[src/rtl/gaer_pkg.sv]
`timescale 1ns / 1ps

package gaer_pkg;

  // Data and register widths.
  localparam int DATA_W = 32;
  localparam int CFG_W  = 17;
  localparam int WIDE_W = 36;

  // Gains are unsigned Q1.16; this code is 1.0.
  localparam logic [CFG_W-1:0] GAIN_ONE       = 17'd65536;
  localparam logic [CFG_W-1:0] DISCOUNT_RESET = 17'd64880;
  localparam logic [CFG_W-1:0] DECAY_RESET    = 17'd62259;

  // Register indexes on the configuration port.
  localparam logic [0:0] CFG_DISCOUNT = 1'b0;
  localparam logic [0:0] CFG_DECAY    = 1'b1;

  // Default depth of the command queue between front and back.
  localparam int QUEUE_DEPTH_DEFAULT = 2;

  // Saturation limits held at the working width.
  localparam logic signed [WIDE_W-1:0] SAT_MAX = 36'sh0_7FFF_FFFF;
  localparam logic signed [WIDE_W-1:0] SAT_MIN = 36'shF_8000_0000;

  // One classified step as it travels through the queue.
  typedef struct packed {
    logic signed [DATA_W-1:0] reward;
    logic signed [DATA_W-1:0] value;
    logic                     use_history;
  } gaer_cmd_t;

  // Clamp a wide signed sum to 32 bits.
  function automatic logic signed [DATA_W-1:0] sat32(input logic signed [WIDE_W-1:0] x);
    logic signed [DATA_W-1:0] r;
    if (x > SAT_MAX) begin
      r = SAT_MAX[DATA_W-1:0];
    end else if (x < SAT_MIN) begin
      r = SAT_MIN[DATA_W-1:0];
    end else begin
      r = x[DATA_W-1:0];
    end
    return r;
  endfunction

  // True when the wide sum lies outside the 32-bit range.
  function automatic logic sat_hit(input logic signed [WIDE_W-1:0] x);
    return (x > SAT_MAX) || (x < SAT_MIN);
  endfunction

  // A gain above 1.0 is used as 1.0.
  function automatic logic [CFG_W-1:0] gain(input logic [CFG_W-1:0] r);
    return (r > GAIN_ONE) ? GAIN_ONE : r;
  endfunction

endpackage

[src/rtl/gaer_front.sv]
`timescale 1ns / 1ps

module gaer_front import gaer_pkg::*; #(
  parameter int QUEUE_DEPTH = QUEUE_DEPTH_DEFAULT
) (
  input  logic              clk,
  input  logic              rst,
  input  logic              s_tvalid,
  output logic              s_tready,
  input  logic [63:0]       s_tdata,  // reward [31:0], value_estimate [63:32]
  input  logic              s_tuser,  // episode_done
  input  logic              s_tlast,  // sequence_tail
  output logic              cmd_valid,
  output gaer_cmd_t         cmd,
  input  logic              cmd_pop
);

  localparam int PTR_W = $clog2(QUEUE_DEPTH);
  localparam int CNT_W = $clog2(QUEUE_DEPTH + 1);
  localparam logic [PTR_W-1:0] PTR_LAST = PTR_W'(QUEUE_DEPTH - 1);
  localparam logic [CNT_W-1:0] CNT_FULL = CNT_W'(QUEUE_DEPTH);

  gaer_cmd_t        queue [QUEUE_DEPTH];
  logic [PTR_W-1:0] wr_ptr;
  logic [PTR_W-1:0] rd_ptr;
  logic [CNT_W-1:0] count;
  gaer_cmd_t        incoming;
  logic             push;
  logic             pop;

  // Classify the word: history is used only when the step neither starts a
  // sequence nor ends an episode; otherwise both bootstrap and carry are zero.
  always_comb begin
    incoming.reward      = s_tdata[31:0];
    incoming.value       = s_tdata[63:32];
    incoming.use_history = !s_tuser && !s_tlast;
  end

  assign s_tready  = (count != CNT_FULL);
  assign push      = s_tvalid && s_tready;
  assign pop       = cmd_pop && (count != '0);
  assign cmd_valid = (count != '0);
  assign cmd       = queue[rd_ptr];

  // Queue storage.
  always_ff @(posedge clk) begin
    if (push) begin
      queue[wr_ptr] <= incoming;
    end
  end

  // Queue pointers and fill count.
  always_ff @(posedge clk) begin
    if (rst) begin
      wr_ptr <= '0;
      rd_ptr <= '0;
      count  <= '0;
    end else begin
      if (push) begin
        wr_ptr <= (wr_ptr == PTR_LAST) ? '0 : wr_ptr + 1'b1;
      end
      if (pop) begin
        rd_ptr <= (rd_ptr == PTR_LAST) ? '0 : rd_ptr + 1'b1;
      end
      if (push && !pop) begin
        count <= count + 1'b1;
      end else if (pop && !push) begin
        count <= count - 1'b1;
      end
    end
  end

  // The fill count never passes the depth.
  a_count_bound: assert property (@(posedge clk) disable iff (rst) count <= CNT_FULL)
    else $error("queue fill count above depth");

endmodule

[config.mk]
export PLATFORM = sky130hd
export DESIGN_NAME = gaer_front
export DESIGN_NICKNAME = d
export VERILOG_FILES = /design/src/rtl/gaer_pkg.sv /design/src/rtl/gaer_front.sv
export SDC_FILE = /design/constraint.sdc
export NUM_CORES = 1
export LEC_CHECK = 0
export ABC_CLOCK_PERIOD_IN_PS = 2500
export BUFFER_PORTS_ARGS = -buffer_cell sky130_fd_sc_hd__clkbuf_2
export CAP_MARGIN = 20
export CORE_MARGIN = 5
export CORE_UTILIZATION = 47
export CTS_CLUSTER_DIAMETER = 80
export DETAILED_ROUTE_END_ITERATION = 16
export PLACE_DENSITY = 0.83
export SYNTH_ARGS = -nofsm -noshare
export SYNTH_HDL_FRONTEND = slang
export SYNTH_SLANG_ARGS = --single-unit
[constraint.sdc]
create_clock -name clk -period 2.5 [get_ports clk]
set_clock_uncertainty 0.15 [all_clocks]
set_input_delay 0.125 -clock clk [delete_from_list [all_inputs] [get_ports clk]]
set_output_delay 0.125 -clock clk [all_outputs]
set_load 0.01 [all_outputs]
==> flow_summary.toml <==
[yosys]
synth_area_sq_um = 4930
yosys_warnings = 0
seq_area_frac_synth = 0.812
synth-adder-area-share = 0.00254
yosys.area_share.simple = 0.0109
ys_seq_elements = 135
syn_nets = 298
synth_cell_type_count = 19
post_synth.cell_area_avg_sq_um = 21.7
syn-instance-count = 227
largest_family_of_logic_cells_by_synthesized_area = "multiplexers"
muxShareOfSynthArea = 0.148
synth_xor_xnor_area_share = 0.00533
synth_compound_gate_area_share = 0.00609

[final_layout]
seq_area_sq_um = 4010
drive_above_1_share = 0.524
flow.area_growth_from_synthesis_pct = 43.3
finish.net_count = 522
postLayoutCoreUtil = 0.687
multi_input_comb_area_sq_um = 856
fillers = 683

[die]
floorplan_row_count = 37
die_area_sq_um = 12600
die_h_um = 112
core_sq_um = 10300
die_width_um = 112
floorplan.initialDensity = 0.480
ioPinCount = 137

[detailed_routing]
dr.first_iter.drc_count = 129
post-route-drc-count = 0
wl_per_cell_um = 16.4
drt-total-wl_um = 9850
iteration_count_of_the_initial_detailed_routing_pass = 4
drt.antenna.violating_nets = 0
vias = 2860
drt-vias-per-instance = 4.76

[setup_path]
endpoint_type_of_the_worst_setup_path = "primary output"
timing_worst_setup_path_type = "register to primary output"
cp_slowest_cell = "sky130_fd_sc_hd__dfxtp_4"
reg2reg_slack_ns = 0.66
data_arrival_time_of_the_worst_path_ns = 1.96
path_cells = "buf_4, mux2_2, clkbuf_2"
crit-reg2reg-capture = "queue[1][34]"
crit_path_start_kind = "register"
worst_path_fanout_max = 31
cp_data_required_time_ns = 2.23
r2r_cells = 3
critical-path-max-stage-delay_ns = 0.63
regToRegStartpoint = "count[0]"

[clock_network]
clock_sink_count = 135
worstSkewPairLatency_ns = 0.50
cts_root_buf = "sky130_fd_sc_hd__clkbuf_8"
post_cts_resize_count = 0
clock_tree_from_tritoncts = "yes"
post_cts_setup_repair_bufs = 0
worst_setup_hold_path_clk_slew_ns = 0.06
ctsLongestPathBuffers = 2
cts_made_buffers = 17
clock_tree.htree_level_count = 4

[place]
dp_hpwl_um = 6050
numPortBuffers = 136
finalWeightedCongestion = 0.707
dp_worst_setup_slack_ns = 0.701

[global_route]
first_global_vias = 3220
grt_first_pass_wirelength_um = 15600
grt_max_degree = 46
grt_overflow = 0
initial_antenna_violation_count = 1
groute.usage.overall = 0.162

[pwr]
power_density_nw_per_um2 = 971
leakagePower_nw = 2.72
peakVddDrop_mv = 0.633

[timing]
tightest_slew_ns = 0.522
fin_tns_setup_ns = 0
timing.final.hold_violations = 0
grt_setup_unrepaired = "no"
postLayoutSetupSlackWorst_ns = 0.260
fin_crit_period_ns = 2.24
timing.fmax_mhz = 446
worst_slew_margin_rel = 0.652
finalSetupViolCount = 0
finalHoldWorstSlack_ns = 0.201
part_of_the_cycle_the_worst_path_needs = 0.896
final_max_slew_viol_count = 0

[worst_hold_path]
hold_start = "s_tdata[62]"
holdPathStages = 2
timing.hold.worst_endpoint = "queue[0][31]"
min_path_type = "input pin to register"

[outcome]
run_status = "finished clean"

[flow_run]
max-cap-violations = 0
-- registers in the layout (all words and copies together), names as in the netlist, named ones only --
register and count:
count 2, wr_ptr 1, queue 130, rd_ptr 1
-- what timing repair did --
item                       in CTS  in global routing
hold buffers                   70                  0
setup endpoints to repair       0                  0
hold endpoints to repair      135                  0
-- worst max path at each step --
stage | to | slack [ns] | from
6_report | cmd[17] | 0.26 | register
5_1_grt | cmd[22] | 0.14 | register
4_1_cts | cmd[17] | 0.21 | register
3_5_place_dp | queue[1][37] | 0.70 | count[0]
3_3_place_gp | queue[1][38] | 0.75 | count[0]
2_1_floorplan | queue[0][0] | 0.28 | count[0]
-- critical path: cells and delay by family, from the launching register on --
kind	cells	cell delay, ns
buffers and inverters	2	0.44
DFF	1	0.63
muxes	1	0.37
-- placed cells by master (no fill, tap or decap), types with 2 or more instances in the layout --
cell                            synthesis  layout
sky130_fd_sc_hd__clkbuf_16              0      16
sky130_fd_sc_hd__clkinv_4               0       5
sky130_fd_sc_hd__buf_12                 0       2
sky130_fd_sc_hd__clkinvlp_4             0       3
sky130_fd_sc_hd__buf_4                  1       4
sky130_fd_sc_hd__mux2_2                65      65
sky130_fd_sc_hd__xor2_1                 3       3
sky130_fd_sc_hd__o21ai_0                2       2
sky130_fd_sc_hd__clkinv_2               0       3
sky130_fd_sc_hd__edfxtp_1             130     130
sky130_fd_sc_hd__dfxtp_1                5       4
sky130_fd_sc_hd__inv_6                  0       2
sky130_fd_sc_hd__dlygate4sd3_1          0      70
sky130_fd_sc_hd__nor2_1                 4       4
sky130_fd_sc_hd__clkbuf_2               0     136
sky130_fd_sc_hd__bufinv_16              0       2
sky130_fd_sc_hd__a21oi_1                2       2
-- area by class of cell --
type / count / area share
sequential: 135 / 0.567
timing repair buffer: 212 / 0.205
multi-input combinational: 84 / 0.121
clock buffer: 18 / 0.0592
tap: 136 / 0.0241
clock inverter: 14 / 0.0214
inverter: 1 / 0.00106
antenna: 1 / 0.000354
-- metrics by stage --
| stage | total power, W | cells | instance area [sq um] |
|---|---|---|---|
| after floorplan | 0.00392 | 227 | 4940 |
| after global placement | 0.00445 | 498 | 5790 |
| after detailed placement | 0.00449 | 498 | 5790 |
| after CTS | 0.00692 | 600 | 7060 |
| after global routing | 0.00719 | 601 | 7060 |
| final | 0.00686 | 601 | 7060 |
-- cells in the mapped netlist --
| cell type | number | area share |
|---|---|---|
| sky130_fd_sc_hd__or3_1 | 1 | 0.0013 |
| sky130_fd_sc_hd__and3_1 | 1 | 0.0013 |
| sky130_fd_sc_hd__o21ai_0 | 2 | 0.0020 |
| sky130_fd_sc_hd__a21bo_2 | 1 | 0.0020 |
| sky130_fd_sc_hd__and2_1 | 1 | 0.0013 |
| sky130_fd_sc_hd__dfxtp_1 | 5 | 0.020 |
| sky130_fd_sc_hd__nand2b_1 | 1 | 0.0013 |
| sky130_fd_sc_hd__nand3b_1 | 1 | 0.0015 |
| sky130_fd_sc_hd__buf_2 | 1 | 0.0010 |
| sky130_fd_sc_hd__inv_1 | 1 | 0.00076 |
| sky130_fd_sc_hd__buf_6 | 5 | 0.011 |
| sky130_fd_sc_hd__a21oi_1 | 2 | 0.0020 |
| sky130_fd_sc_hd__xor2_1 | 3 | 0.0053 |
| sky130_fd_sc_hd__nor2_1 | 4 | 0.0030 |
| sky130_fd_sc_hd__mux2_2 | 65 | 0.15 |
| sky130_fd_sc_hd__or2_2 | 1 | 0.0013 |
| sky130_fd_sc_hd__edfxtp_1 | 130 | 0.79 |
| sky130_fd_sc_hd__ha_1 | 1 | 0.0025 |
| sky130_fd_sc_hd__buf_4 | 1 | 0.0015 |
-- per-layer routing --
layer	part of all wire	routed length [um]	vias up	global-route usage
met5	0	0	-	0
met4	0.022	214	0	0.0737
met3	0.065	636	22	0.0566
met2	0.54	5320	104	0.295
met1	0.37	3680	1383	0.167
li1	-	-	1351	-
-- report_power, final --
group          total [W]  internal, W  switching [W]
registers        0.00298      0.00283       0.000149
logic            0.00155     0.000785       0.000763
clock network    0.00233      0.00142       0.000905
total            0.00686      0.00504        0.00182
-- kinds of logic (layout without fill, tap and decap cells) --
logic type	after synthesis	count (layout)
and+or+nand+nor	10	10
other	0	1
DFF	135	135
buffers and inverters	8	245
muxes	65	65
adders and majority gates	1	1
AOI/OAI and AO/OA	5	5
xor gates and xnor gates	3	3
(Power assumes the default switching activity.)
